**config.mk**
```make
export PLATFORM = sky130hd
export DESIGN_NAME = two_class_blob_centroid_unit
export DESIGN_NICKNAME = d
export VERILOG_FILES = /design/src/hw/rtl/tcbc_pkg.sv /design/src/hw/rtl/tcbc_divider.sv /design/src/hw/rtl/two_class_blob_centroid_unit.sv
export SDC_FILE = /design/constraint.sdc
export NUM_CORES = 1
export LEC_CHECK = 0
export BUFFER_PORTS_ARGS = -buffer_cell sky130_fd_sc_hd__clkbuf_2
export CORE_ASPECT_RATIO = 1.1
export CORE_MARGIN = 10
export CORE_UTILIZATION = 40
export CTS_CLUSTER_SIZE = 30
export DETAILED_ROUTE_END_ITERATION = 16
export PLACE_DENSITY_LB_ADDON = 0.2
export RECOVER_POWER = 25
export SLEW_MARGIN = 20
export SYNTH_ARGS = -nofsm -noshare
export SYNTH_HDL_FRONTEND = slang
export SYNTH_SLANG_ARGS = --single-unit
```
**constraint.sdc**
```tcl
create_clock -name clk -period 7.95 [get_ports clk]
set_input_delay 0 -clock clk [delete_from_list [all_inputs] [get_ports clk]]
set_output_delay 0 -clock clk [all_outputs]
set_load 0.03 [all_outputs]
```
**src/hw/rtl/tcbc_pkg.sv**
```systemverilog
// Shared types and constants for the two-class blob centroid unit.
package tcbc_pkg;

  // Field widths
  localparam int unsigned COORD_W  = 11;
  localparam int unsigned SKIP_W   = 5;
  localparam int unsigned FRAME_W  = 12;
  localparam int unsigned CNT_W    = 23;
  localparam int unsigned SUM_W    = 33;
  localparam int unsigned LOC_W    = 12;
  localparam int unsigned ADDR_W   = 3;

  // Shared divider geometry
  localparam int unsigned DIV_W    = SUM_W;
  localparam int unsigned DVSR_W   = CNT_W;
  localparam int unsigned STEP_W   = $clog2(DIV_W + 1);

  // Register indexes
  localparam logic [ADDR_W-1:0] REG_PIXEL_SKIP  = 3'd0;
  localparam logic [ADDR_W-1:0] REG_FRAME_W     = 3'd1;
  localparam logic [ADDR_W-1:0] REG_FRAME_H     = 3'd2;
  localparam logic [ADDR_W-1:0] REG_FIRST_MIN   = 3'd3;
  localparam logic [ADDR_W-1:0] REG_SECOND_MIN  = 3'd4;

  // Register reset values
  localparam logic [SKIP_W-1:0]  RST_PIXEL_SKIP = 5'd2;
  localparam logic [FRAME_W-1:0] RST_FRAME_W    = 12'd640;
  localparam logic [FRAME_W-1:0] RST_FRAME_H    = 12'd480;
  localparam logic [CNT_W-1:0]   RST_FIRST_MIN  = 23'd60;
  localparam logic [CNT_W-1:0]   RST_SECOND_MIN = 23'd30;

  // Saturation bounds of a location
  localparam logic signed [SUM_W+1:0] LOC_MAX = 35'sd2047;
  localparam logic signed [SUM_W+1:0] LOC_MIN = -35'sd2048;

  // Sequencer states
  typedef enum logic [3:0] {
    ST_IDLE,
    ST_MODC,
    ST_MODR,
    ST_FIN,
    ST_D1C,
    ST_D1R,
    ST_D2C,
    ST_D2R,
    ST_EMIT
  } tcbc_state_t;

  // Divider request: dividend is left aligned for the number of steps
  typedef struct packed {
    logic              start;
    logic [DIV_W-1:0]  dividend;
    logic [DVSR_W-1:0] divisor;
    logic [STEP_W-1:0] steps;
  } div_req_t;

  // Divider status and results
  typedef struct packed {
    logic              busy;
    logic              done;
    logic [DIV_W-1:0]  quotient;
    logic [DVSR_W-1:0] remainder;
  } div_rsp_t;

endpackage

```
**src/hw/rtl/tcbc_divider.sv**
```systemverilog
// Bit-serial restoring divider shared by the modulo checks and the centroid divisions.
module tcbc_divider
  import tcbc_pkg::*;
(
  input  logic     clk,
  input  logic     rst_n,
  input  div_req_t req,
  output div_rsp_t rsp
);

  logic [DIV_W-1:0]  quo_r;
  logic [DVSR_W-1:0] rem_r;
  logic [DVSR_W-1:0] dvsr_r;
  logic [STEP_W-1:0] cnt_r;
  logic              busy_r;
  logic              done_r;

  logic [DVSR_W:0]   rem_sh;
  logic [DVSR_W+1:0] diff;

  // Shift in the next dividend bit and trial subtract
  always_comb begin
    rem_sh = {rem_r, quo_r[DIV_W-1]};
    diff   = {1'b0, rem_sh} - {2'b00, dvsr_r};
  end

  // Control: count down steps, pulse done after the last one
  always_ff @(posedge clk) begin
    if (!rst_n) begin
      busy_r <= 1'b0;
      done_r <= 1'b0;
      cnt_r  <= '0;
    end else begin
      done_r <= 1'b0;
      if (req.start) begin
        busy_r <= 1'b1;
        cnt_r  <= req.steps;
      end else if (busy_r) begin
        cnt_r <= cnt_r - 1'b1;
        if (cnt_r == STEP_W'(1)) begin
          busy_r <= 1'b0;
          done_r <= 1'b1;
        end
      end
    end
  end

  // Datapath: one quotient bit per cycle
  always_ff @(posedge clk) begin
    if (req.start) begin
      quo_r  <= req.dividend;
      rem_r  <= '0;
      dvsr_r <= req.divisor;
    end else if (busy_r) begin
      if (!diff[DVSR_W+1]) begin
        rem_r <= diff[DVSR_W-1:0];
        quo_r <= {quo_r[DIV_W-2:0], 1'b1};
      end else begin
        rem_r <= rem_sh[DVSR_W-1:0];
        quo_r <= {quo_r[DIV_W-2:0], 1'b0};
      end
    end
  end

  assign rsp.busy      = busy_r;
  assign rsp.done      = done_r;
  assign rsp.quotient  = quo_r;
  assign rsp.remainder = rem_r;

endmodule

```
**src/hw/rtl/two_class_blob_centroid_unit.sv**
```systemverilog
// Top level: per-class pixel accumulation and frame-end centroid report.
// A pixel with no class hit, or outside the frame, is not sent to the divider.
// A hit pixel inside the frame runs up to two 11-step modulo checks on the divider: column, then row.
// A frame-end beat adds up to four 33-step divisions, one per axis of each found class.
// Throughput is bounded by the single shared bit-serial divider; one beat is in work at a time.
// Synchronous active-low reset clears counts and sums, sets held locations to -1 and
// loads the register defaults; the result register is emptied.
module two_class_blob_centroid_unit
  import tcbc_pkg::*;
#(
  parameter int unsigned MAX_WIDTH  = 2048,
  parameter int unsigned MAX_HEIGHT = 2048
) (
  input  logic              clk,
  input  logic              rst_n,
  // Input stream
  input  logic              in_tvalid,
  output logic              in_tready,
  input  logic [23:0]       in_tdata,   // col_index[10:0], row_index[21:11], zero pad
  input  logic              in_tlast,   // frame_end
  input  logic [1:0]        in_tuser,   // first_hit[0], second_hit[1]
  // Result stream
  output logic              out_tvalid,
  input  logic              out_tready,
  output logic [47:0]       out_tdata,  // first_x, first_y, second_x, second_y (12 bits each)
  output logic [1:0]        out_tuser,  // first_found[0], second_found[1]
  // Configuration writes
  input  logic              cfg_valid,
  output logic              cfg_ready,
  input  logic [ADDR_W-1:0] cfg_addr,
  input  logic [CNT_W-1:0]  cfg_data
);

  localparam int unsigned PAD_W = DIV_W - COORD_W;

  // Configuration registers
  logic [SKIP_W-1:0]  skip_r;
  logic [FRAME_W-1:0] width_r;
  logic [FRAME_W-1:0] height_r;
  logic [CNT_W-1:0]   min1_r;
  logic [CNT_W-1:0]   min2_r;

  // Accumulators and held locations
  logic [CNT_W-1:0]        cnt1_r, cnt2_r;
  logic [SUM_W-1:0]        csum1_r, rsum1_r, csum2_r, rsum2_r;
  logic signed [LOC_W-1:0] x1_r, y1_r, x2_r, y2_r;

  // Latched beat
  logic [COORD_W-1:0] col_r, row_r;
  logic               hit1_r, hit2_r, last_r;
  logic               found1_r, found2_r;

  // Result register
  logic               out_valid_r;
  logic [47:0]        out_data_r;
  logic [1:0]         out_user_r;

  tcbc_state_t state_r, state_nxt;
  div_req_t    req;
  div_rsp_t    rsp;

  logic [COORD_W-1:0] in_col, in_row;
  logic               in_acc, in_qual;
  logic               found1, found2;
  logic               mod_zero;
  logic [DVSR_W-1:0]  skip_div;
  logic               out_free;
  logic [FRAME_W-1:0] cfg_frame;
  logic signed [SUM_W+1:0] half_w, half_h, quo_s, x_raw, y_raw;
  logic signed [LOC_W-1:0] x_sat, y_sat;

  assign in_col    = in_tdata[COORD_W-1:0];
  assign in_row    = in_tdata[2*COORD_W-1:COORD_W];
  assign in_tready = (state_r == ST_IDLE);
  assign in_acc    = in_tvalid && in_tready;
  assign cfg_ready = 1'b1;
  assign in_qual   = (in_tuser[0] || in_tuser[1])
                     && ({1'b0, in_col} < width_r) && ({1'b0, in_row} < height_r);
  assign found1    = cnt1_r > min1_r;
  assign found2    = cnt2_r > min2_r;
  assign mod_zero  = (rsp.remainder == '0);
  assign skip_div  = (skip_r == '0) ? DVSR_W'(1) : {{(DVSR_W-SKIP_W){1'b0}}, skip_r};
  assign out_free  = !out_valid_r || out_tready;
  assign cfg_frame = cfg_data[FRAME_W-1:0];

  // Centroid offset and saturation from the divider quotient
  always_comb begin
    half_w = $signed({{(SUM_W+3-FRAME_W){1'b0}}, width_r[FRAME_W-1:1]});
    half_h = $signed({{(SUM_W+3-FRAME_W){1'b0}}, height_r[FRAME_W-1:1]});
    quo_s  = $signed({2'b00, rsp.quotient});
    x_raw  = quo_s - half_w;
    y_raw  = half_h - quo_s;
    if (x_raw > LOC_MAX)      x_sat = LOC_MAX[LOC_W-1:0];
    else if (x_raw < LOC_MIN) x_sat = LOC_MIN[LOC_W-1:0];
    else                      x_sat = x_raw[LOC_W-1:0];
    if (y_raw > LOC_MAX)      y_sat = LOC_MAX[LOC_W-1:0];
    else if (y_raw < LOC_MIN) y_sat = LOC_MIN[LOC_W-1:0];
    else                      y_sat = y_raw[LOC_W-1:0];
  end

  tcbc_divider u_div (
    .clk   (clk),
    .rst_n (rst_n),
    .req   (req),
    .rsp   (rsp)
  );

  // Next state
  always_comb begin
    state_nxt = state_r;
    unique case (state_r)
      ST_IDLE: begin
        if (in_acc) begin
          if (in_qual)       state_nxt = ST_MODC;
          else if (in_tlast) state_nxt = ST_FIN;
        end
      end
      ST_MODC: begin
        if (rsp.done) begin
          if (mod_zero)    state_nxt = ST_MODR;
          else if (last_r) state_nxt = ST_FIN;
          else             state_nxt = ST_IDLE;
        end
      end
      ST_MODR: begin
        if (rsp.done) state_nxt = last_r ? ST_FIN : ST_IDLE;
      end
      ST_FIN: begin
        if (found1)      state_nxt = ST_D1C;
        else if (found2) state_nxt = ST_D2C;
        else             state_nxt = ST_EMIT;
      end
      ST_D1C: if (rsp.done) state_nxt = ST_D1R;
      ST_D1R: if (rsp.done) state_nxt = found2_r ? ST_D2C : ST_EMIT;
      ST_D2C: if (rsp.done) state_nxt = ST_D2R;
      ST_D2R: if (rsp.done) state_nxt = ST_EMIT;
      ST_EMIT: if (out_free) state_nxt = ST_IDLE;
      default: state_nxt = ST_IDLE;
    endcase
  end

  // Divider requests
  always_comb begin
    req.start    = 1'b0;
    req.dividend = {in_col, {PAD_W{1'b0}}};
    req.divisor  = skip_div;
    req.steps    = STEP_W'(COORD_W);
    unique case (state_r)
      ST_IDLE: req.start = in_acc && in_qual;
      ST_MODC: begin
        req.dividend = {row_r, {PAD_W{1'b0}}};
        req.start    = rsp.done && mod_zero;
      end
      ST_FIN: begin
        req.steps = STEP_W'(DIV_W);
        if (found1) begin
          req.start    = 1'b1;
          req.dividend = csum1_r;
          req.divisor  = cnt1_r;
        end else if (found2) begin
          req.start    = 1'b1;
          req.dividend = csum2_r;
          req.divisor  = cnt2_r;
        end
      end
      ST_D1C: begin
        req.steps    = STEP_W'(DIV_W);
        req.dividend = rsum1_r;
        req.divisor  = cnt1_r;
        req.start    = rsp.done;
      end
      ST_D1R: begin
        req.steps    = STEP_W'(DIV_W);
        req.dividend = csum2_r;
        req.divisor  = cnt2_r;
        req.start    = rsp.done && found2_r;
      end
      ST_D2C: begin
        req.steps    = STEP_W'(DIV_W);
        req.dividend = rsum2_r;
        req.divisor  = cnt2_r;
        req.start    = rsp.done;
      end
      ST_MODR, ST_D2R, ST_EMIT: req.start = 1'b0;
      default: req.start = 1'b0;
    endcase
  end

  // Advance sequencer
  always_ff @(posedge clk) begin
    if (!rst_n) state_r <= ST_IDLE;
    else        state_r <= state_nxt;
  end

  // Take configuration writes, clamp frame size
  always_ff @(posedge clk) begin
    if (!rst_n) begin
      skip_r   <= RST_PIXEL_SKIP;
      width_r  <= RST_FRAME_W;
      height_r <= RST_FRAME_H;
      min1_r   <= RST_FIRST_MIN;
      min2_r   <= RST_SECOND_MIN;
    end else if (cfg_valid && cfg_ready) begin
      unique case (cfg_addr)
        REG_PIXEL_SKIP: skip_r <= cfg_data[SKIP_W-1:0];
        REG_FRAME_W: begin
          if ({1'b0, cfg_frame} > (FRAME_W+1)'(MAX_WIDTH)) width_r <= FRAME_W'(MAX_WIDTH);
          else                                               width_r <= cfg_frame;
        end
        REG_FRAME_H: begin
          if ({1'b0, cfg_frame} > (FRAME_W+1)'(MAX_HEIGHT)) height_r <= FRAME_W'(MAX_HEIGHT);
          else                                                height_r <= cfg_frame;
        end
        REG_FIRST_MIN:  min1_r <= cfg_data;
        REG_SECOND_MIN: min2_r <= cfg_data;
        default: ;
      endcase
    end
  end

  // Hold the accepted beat and the found flags
  always_ff @(posedge clk) begin
    if (in_acc) begin
      col_r  <= in_col;
      row_r  <= in_row;
      hit1_r <= in_tuser[0];
      hit2_r <= in_tuser[1];
      last_r <= in_tlast;
    end
    if (state_r == ST_FIN) begin
      found1_r <= found1;
      found2_r <= found2;
    end
  end

  // Accumulate hits, update held locations, clear on emit
  always_ff @(posedge clk) begin
    if (!rst_n) begin
      cnt1_r  <= '0;
      cnt2_r  <= '0;
      csum1_r <= '0;
      rsum1_r <= '0;
      csum2_r <= '0;
      rsum2_r <= '0;
      x1_r    <= '1;
      y1_r    <= '1;
      x2_r    <= '1;
      y2_r    <= '1;
    end else begin
      if (state_r == ST_MODR && rsp.done && mod_zero) begin
        if (hit1_r) begin
          cnt1_r  <= cnt1_r + 1'b1;
          csum1_r <= csum1_r + {{PAD_W{1'b0}}, col_r};
          rsum1_r <= rsum1_r + {{PAD_W{1'b0}}, row_r};
        end
        if (hit2_r) begin
          cnt2_r  <= cnt2_r + 1'b1;
          csum2_r <= csum2_r + {{PAD_W{1'b0}}, col_r};
          rsum2_r <= rsum2_r + {{PAD_W{1'b0}}, row_r};
        end
      end
      if (rsp.done) begin
        if (state_r == ST_D1C) x1_r <= x_sat;
        if (state_r == ST_D1R) y1_r <= y_sat;
        if (state_r == ST_D2C) x2_r <= x_sat;
        if (state_r == ST_D2R) y2_r <= y_sat;
      end
      if (state_r == ST_EMIT && out_free) begin
        cnt1_r  <= '0;
        cnt2_r  <= '0;
        csum1_r <= '0;
        rsum1_r <= '0;
        csum2_r <= '0;
        rsum2_r <= '0;
      end
    end
  end

  // Load the result register, drop it once taken
  always_ff @(posedge clk) begin
    if (!rst_n) begin
      out_valid_r <= 1'b0;
    end else if (state_r == ST_EMIT && out_free) begin
      out_valid_r <= 1'b1;
    end else if (out_tready) begin
      out_valid_r <= 1'b0;
    end
  end

  always_ff @(posedge clk) begin
    if (state_r == ST_EMIT && out_free) begin
      out_data_r <= {y2_r, x2_r, y1_r, x1_r};
      out_user_r <= {found2_r, found1_r};
    end
  end

  assign out_tvalid = out_valid_r;
  assign out_tdata  = out_data_r;
  assign out_tuser  = out_user_r;

  // Divider results arrive only while the sequencer waits for them
  a_done_in_wait: assert property (@(posedge clk) disable iff (!rst_n)
    rsp.done |-> (state_r == ST_MODC || state_r == ST_MODR || state_r == ST_D1C
                  || state_r == ST_D1R || state_r == ST_D2C || state_r == ST_D2R))
    else $error("divider result outside a wait state");

  // Never restart the divider mid-run
  a_no_restart: assert property (@(posedge clk) disable iff (!rst_n)
    req.start |-> !rsp.busy)
    else $error("divider started while busy");

  // Accumulators are empty right after a result is loaded
  a_clear_after_emit: assert property (@(posedge clk) disable iff (!rst_n)
    (state_r == ST_EMIT && out_free) |=> (cnt1_r == '0 && cnt2_r == '0 && out_valid_r))
    else $error("accumulators not cleared after frame end");

  // Input is refused while a beat is in work
  a_busy_stall: assert property (@(posedge clk) disable iff (!rst_n)
    rsp.busy |-> !in_tready)
    else $error("input ready during divider run");

endmodule
```
==> results of run 1 <==
[critical path: stages]
cell and delay, ns:
dlygate4sd3_1 0.52, clkbuf_1 0.13, clkbuf_1 1.61, inv_1 0.90, clkbuf_1 1.32, a21oi_1 0.44
dlygate4sd3_1 0.59
[layout by cell type (no fill, tap or decap), types with 18 or more instances in the layout]
master,instances
nor3_1,50
xnor2_1,83
dfxtp_1,337
nand2b_1,20
a211oi_1,35
a222oi_1,27
nor2b_1,30
and3_1,53
buf_4,18
o21ai_0,117
o22a_1,22
clkbuf_16,52
a31oi_1,38
a21o_1,45
xor2_1,91
mux2i_1,39
nand4_1,55
nor2_1,317
or3_1,33
nand3_1,55
inv_1,189
o211ai_1,35
a21oi_1,222
clkbuf_2,31
edfxtp_1,133
a22o_1,23
nand2_1,304
nor4_1,21
clkbuf_1,87
dlygate4sd3_1,54
ha_1,159
[sequential cells by signal, summed over array words and instances, names as in the netlist, 4 cells and up]
register,cells
x2_r,12
cnt2_r,23
state_r,4
rsum2_r,33
height_r,12
y1_r,12
u_div.quo_r,33
out_tdata,48
skip_r,5
u_div.dvsr_r,23
y2_r,12
width_r,12
u_div.cnt_r,6
col_r,11
min2_r,23
min1_r,23
x1_r,12
csum2_r,33
row_r,11
cnt1_r,23
csum1_r,33
u_div.rem_r,23
rsum1_r,33
[metrics by stage]
stage / cells / setup WS (ns) / utilization / hold WS [ns]
finish: 3859 / 2.89 / 0.460 / 0.0853
global route: 3859 / 2.50 / 0.460 / 0.109
CTS: 3859 / 3.50 / 0.462 / 0.0573
detailed placement: 3707 / 3.59 / 0.425 / 0.199
global placement: 3707 / 3.62 / 0.425 / 0.202
floorplan: 2872 / 4.06 / - / 0.0989
[metal layers]
layer	GRT usage	routed length, um
met5	0	13
met3	0.0335	4900
met1	0.285	36200
met2	0.317	33800
met4	0.0586	1910
[what timing repair did]
action | 4_1_cts | 5_1_grt
endpoints found under the hold margin | 120 | 0
setup endpoints to repair | 0 | 0
hold buffers | 54 | 0
[report_power, final]
part / leakage [uW] / switching [uW] / internal, uW / total [uW]
Clock: 0.000818 / 1050 / 1380 / 2430
Sequential: 0.00378 / 196 / 2620 / 2820
Combinational: 0.00621 / 787 / 560 / 1350
[cells by family (layout without fill, tap and decap cells)]
| group | count (synthesis) | in the layout | share of synthesized area |
|---|---|---|---|
| XOR/XNOR | 174 | 174 | 0.0600 |
| AND/OR/NAND/NOR | 1024 | 1024 | 0.193 |
| flip-flops | 470 | 470 | 0.423 |
| multiplexers | 40 | 40 | 0.0158 |
| AO/OA/AOI/OAI | 680 | 680 | 0.177 |
| adder cells (fa/ha/maj) | 166 | 166 | 0.0838 |
| buffers and inverters | 317 | 471 | 0.0480 |
| other | 1 | 1 | 0.000148 |
[layout make-up]
cell class	count	area (sq um)
timing repair buffer	181	1120
multi-input combinational	2085	13500
tap	833	1040
clock buffer	65	1390
clock inverter	33	335
fill	6106	33900
sequential	470	10700
inverter	192	722
[final timing paths]
| kind | cells past startpoint | slack, ns | endpoint |
|---|---|---|---|
| worst max-delay path | 7 | 2.89 | state_r[3]$_SDFFE_PN0P_ |
| worst min-delay path | 5 | 0.09 | skip_r[1]$_SDFFE_PN1P_ |
| worst max register to register | 12 | 3.55 | u_div.quo_r[8]$_DFFE_PP_ |
| worst min register to register | 0 | 0.43 | out_tdata[0]$_DFFE_PP_ |
==> flow_metrics.env, run 1 <==
export IMPL_p_leak_uw=0.0108
export IMPL_rows=96
export IMPL_synth_most_common_cell="dfxtp_1"
export IMPL_synth_common_cells="337 x dfxtp_1, 317 x nor2_1, 305 x nand2_1"
export IMPL_synth_area_sq_um=25400
export IMPL_start_util=0.405
export IMPL_min_delay_path_class="in2reg"
export IMPL_drc=0
export IMPL_nNetsFinal=3206
export IMPL_cap_viol_max_count=2
export IMPL_cp_max_fo=65
export IMPL_synth_ff_type="dfxtp_1"
export IMPL_cp_end_kind="register"
export IMPL_drt_wl_total_mm=76.8
export IMPL_grt_total_usage=0.204
export IMPL_max_clock_freq_ghz=0.198
export IMPL_tns_ns=0
export IMPL_cts_root_buf="clkbuf_16"
export IMPL_tightest_slew_ns=3.18
export IMPL_cts_resized_gates=0
export IMPL_cts_tree="built"
export IMPL_rsz0062_at_grt="no"
export IMPL_setup_violations=0
export IMPL_drive_above_1_share=0.0601
export IMPL_syn_to_final_growth_pct=13.5
export IMPL_grt_first_pass_wirelength_mm=120
export IMPL_placed_area_sq_um=26700
export IMPL_avgSynthCellArea_sq_um=8.84
export IMPL_grt_overflow=0
export IMPL_relSlewSlack=-1.12
export IMPL_cts_buffers=52
export IMPL_irDropWorstVdd_mv=0.140
export IMPL_diodes=0
export IMPL_cp_arrival_ns=5.62
export IMPL_synth_distinct_cells=88
export IMPL_required_ns=8.51
export IMPL_dr_pass1_iters=8
export IMPL_r2r_start="cnt1_r[18]$_SDFFE_PP0P_"
export IMPL_min_period_ns=5.06
export IMPL_powerDensity_nw_per_um2=229
export IMPL_antenna_found_initial=1
export IMPL_drtAntennaViolNets=0
export IMPL_die_y_um=284
export IMPL_path_class="in2reg"
export IMPL_fin_worst_skew_ns=0.0292
export IMPL_fin_area_sq_um=28800
export IMPL_synth_warning_count=0
export IMPL_worstSetupStartpointType="input pin"
export IMPL_place_gp_congestion=0.941
export IMPL_drt_iter0_markers=1611
export IMPL_hp_start="cfg_addr[2]"
export IMPL_dieArea_sq_um=74000
export IMPL_vias=21500
export IMPL_seq_area_frac_synth=0.423
export IMPL_wl_per_cell_um=19.9
export IMPL_path_clk_slew_ns=0.06
export IMPL_pin_count=111
export IMPL_synth_area_leaders="dfxtp_1 27%, edfxtp_1 16%, ha_1 7.8%, nor2_1 4.7%, nand2_1 4.5%"
export IMPL_grt_pass1_vias=20700
export IMPL_vias_per_cell=5.56
export IMPL_cts_sinks=470
export IMPL_syn_inst=2872
export IMPL_synth_top_area_frac=0.266
export IMPL_cts_buffer_depth=3
export IMPL_slew_violations=109
export IMPL_power_uw=6590
export IMPL_dp_hpwl_mm=57.4
export IMPL_insertion_delay_ns=0.62
export IMPL_final_period_utilization=0.637
export IMPL_htree_levels=2
export IMPL_core_sq_um=62700
export IMPL_io_buffers=107
export IMPL_final_hold_violation_count=0
export IMPL_syn_nets=3096
export IMPL_cts_setup_buffers=0
export IMPL_violations="capacitance limit, slew limit"
export IMPL_crit_start="rst_n"
export IMPL_synth_seq_cells=470
export IMPL_yosys_area_top_type="dfxtp_1"
export IMPL_status="complete, but fails checks"
export IMPL_synth_edf_count=133
export IMPL_fp_dieW_um=260
export IMPL_synthArstFlopShare=0
export IMPL_grt_max_degree=94
Note: power is estimated with default switching activity, not from simulation.
==> run 2: changes to the inputs <==
- ABC_AREA: not set -> 1
- clock period: 7.95 -> 4.2 ns (I/O delays scaled with it)
==> run 2 against run 1 <==
Net effect:
- the flow still finishes with violations (capacitance limit, slew limit)
- area after synthesis up 14%
- sequential share of layout area is 4.8 points lower
- global-route usage up 2.8 points
- highest routed layer is now met4
==> flow_metrics.env, run 2 <==
export IMPL_drtAntennaViolNets=0
export IMPL_fp_dieW_um=277
export IMPL_start_util=0.404
export IMPL_place_gp_congestion=0.985
export IMPL_cap_viol_max_count=1
export IMPL_drive_above_1_share=0.0545
export IMPL_synth_area_sq_um=29000
export IMPL_avgSynthCellArea_sq_um=7.07
export IMPL_grt_total_usage=0.232
export IMPL_dp_hpwl_mm=77.9
export IMPL_fillers=7378
export IMPL_synth_most_common_cell="nand2_1"
export IMPL_synth_warning_count=0
export IMPL_cp_cell_sequence="ha_1 > nand2_1 > inv_1 > nand3_1 > nor2_1 > nand2_1 > nor3_1 > nand2_1 > nand3_1 > nand2_1 > nand2_1 > nand2_1 > nand2_4 > buf_4 > nand2_1 > nor2_1 > nor2_1"
export IMPL_synth_area_leaders="dfxtp_1 23%, edfxtp_1 14%, nand2_1 13%, a21oi_1 7.4%, inv_1 7.3%"
export IMPL_tightest_slew_ns=1.92
export IMPL_syn_nets=4323
export IMPL_power_internal_uw=8800
export IMPL_path_class="reg2reg"
export IMPL_seqPwrFrac=0.403
export IMPL_yosys_area_top_type="dfxtp_1"
export IMPL_power_uw=12800
export IMPL_dieArea_sq_um=83600
export IMPL_tns_ns=0
export IMPL_grt_max_degree=53
export IMPL_cts_buffers=53
export IMPL_synth_ff_type="dfxtp_1"
export IMPL_hold_slack_ns=0.0218
export IMPL_cp_depth=17
export IMPL_dpl_cell_count=5093
export IMPL_synth_common_cells="976 x nand2_1, 566 x inv_1, 429 x a21oi_1"
export IMPL_rsz0062_at_grt="no"
export IMPL_largest_reg_flops=48
export IMPL_core_sq_um=71800
export IMPL_slowest_delay_ns=0.36
export IMPL_setup_violations=0
export IMPL_io_buffers=107
export IMPL_p_comb_frac=0.201
export IMPL_cts_tree="built"
export IMPL_synth_top_area_frac=0.233
export IMPL_die_y_um=302
export IMPL_syn_to_final_growth_pct=14.4
export IMPL_synth_seq_cells=470
export IMPL_drt_wl_total_mm=99.9
export IMPL_cp_max_fo=27
export IMPL_vias=27900
export IMPL_drc=0
export IMPL_worstSetupStartpointType="register"
export IMPL_min_period_ns=3.28
export IMPL_powerDensity_nw_per_um2=387
export IMPL_vias_per_cell=5.30
export IMPL_r2r_cells=17
export IMPL_path_buf_inv=2
export IMPL_synth_distinct_cells=56
export IMPL_min_delay_path_class="in2reg"
export IMPL_final_cells=5259
export IMPL_cts_sinks=470
export IMPL_seq_area_frac_synth=0.371
export IMPL_htree_levels=2
export IMPL_synth_edf_count=133
export IMPL_path_clk_slew_ns=0.06
export IMPL_clock_power_share=0.397
export IMPL_insertion_delay_ns=0.63
export IMPL_whs_path_depth=5
export IMPL_slowest_stage="nand2_4"
export IMPL_drt_iter0_markers=2184
export IMPL_antenna_found_initial=1
export IMPL_final_period_utilization=0.782
export IMPL_cts_root_buf="clkbuf_16"
export IMPL_status="complete, but fails checks"
export IMPL_layout_commonest_cell="nand2_1"
export IMPL_grt_first_pass_wirelength_mm=154
export IMPL_dr_pass1_iters=6
export IMPL_syn_inst=4099
export IMPL_multi_input_area_sq_um=15600
export IMPL_final_cell_mix="975 x nand2_1, 564 x inv_1, 429 x a21oi_1"
export IMPL_final_hold_violation_count=0
export IMPL_fin_worst_skew_ns=0.0268
export IMPL_cp_arrival_ns=3.65
export IMPL_synthArstFlopShare=0
export IMPL_cts_buffer_depth=3
export IMPL_rows=103
export IMPL_p_switching_uw=4020
export IMPL_cp_end_kind="register"
export IMPL_grt_pass1_vias=26500
export IMPL_relSlewSlack=-0.281
export IMPL_irDropWorstVdd_mv=0.311
export IMPL_violations="capacitance limit, slew limit"
export IMPL_grt_overflow=0
export IMPL_netSwitchingFraction=0.314
export IMPL_slew_violations=47
export IMPL_crit_family="simple AND/OR/NAND/NOR gates"
export IMPL_pin_count=111
export IMPL_nNetsFinal=4492
export IMPL_p_leak_uw=0.0130
export IMPL_ff_latch_area_sq_um=10700
export IMPL_required_ns=4.57
export IMPL_max_clock_freq_ghz=0.304
export IMPL_crit_path_frequent_cell="nand2_1"
export IMPL_wl_per_cell_um=19.0
export IMPL_cts_setup_buffers=0
==> run 2: changes by cell type after synthesis, sizes merged, moves of 49 or more <==
cell / change
a21oi: +211
xnor2: -49
nor3: +58
nand3: +126
o21ai: +140
inv: +386
nand2: +674
==> run 2: worst reg2reg max path, delay by kind of cell, from the launching register on <==
family        cells  cell delay, ns
simple gates     14            1.94
buf+inv           2            0.42
flops             1            0.35
fa+ha+maj         1            0.31
==> run 2: final cells by class <==
class,instances,area share
repair buffers,228,0.0463
diodes,1,0.0000755
clock buffers,62,0.0435
multi-input cells,2937,0.471
flip-flops and latches,470,0.324
clock inverters,38,0.0137
inverters,578,0.0655
well taps,945,0.0357
==> run 2: timing repair <==
action,4_1_cts,5_1_grt
hold endpoints to repair,118,0
endpoints found under the setup margin,0,0
resized for setup,0,0
hold buffers,65,0
==> run 2: worst paths after layout <==
check / from / to / slack (ns)
max: cnt1_r[22]$_SDFFE_PP0P_ / u_div.quo_r[23]$_DFFE_PP_ / 0.92
min: cfg_addr[2] / skip_r[2]$_SDFFE_PN0P_ / 0.02
max reg2reg: cnt1_r[22]$_SDFFE_PP0P_ / u_div.quo_r[23]$_DFFE_PP_ / 0.92
min reg2reg: x1_r[1]$_SDFFE_PN1P_ / out_tdata[1]$_DFFE_PP_ / 0.42
==> run 2: layer usage <==
metal	routed length [um]	GRT usage
met5	0	0
met1	43800	0.298
met3	5900	0.0277
met4	3520	0.0810
met2	46600	0.396
==> run 2: cell families after synthesis <==
| kind of cell | Yosys count | synth area share |
|---|---|---|
| AO/OA/AOI/OAI | 871 | 0.167 |
| XOR/XNOR | 116 | 0.0351 |
| adder cells (fa/ha/maj) | 166 | 0.0735 |
| buffers and inverters | 692 | 0.0919 |
| flip-flops | 470 | 0.371 |
| other | 1 | 0.000129 |
| AND/OR/NAND/NOR | 1783 | 0.261 |
==> run 2: through the flow <==
stage | setup slack [ns] | utilization | instance area, sq um
global placement | 1.01 | 0.427 | 30700
CTS | 0.916 | 0.463 | 33200
finish | 0.916 | 0.461 | 33100
floorplan | 0.251 | - | 29000
detailed placement | 0.958 | 0.427 | 30700
global route | 0.606 | 0.461 | 33100
==> run 2: power by group through the flow <==
stage / logic [uW] / registers (uW) / clock network [uW]
floorplan: 1770 / 5150 / 0
global placement: 2490 / 5250 / 0
detailed placement: 2500 / 5250 / 0
CTS: 2560 / 5150 / 5160
global route: 2890 / 5180 / 5350
finish: 2570 / 5160 / 5080
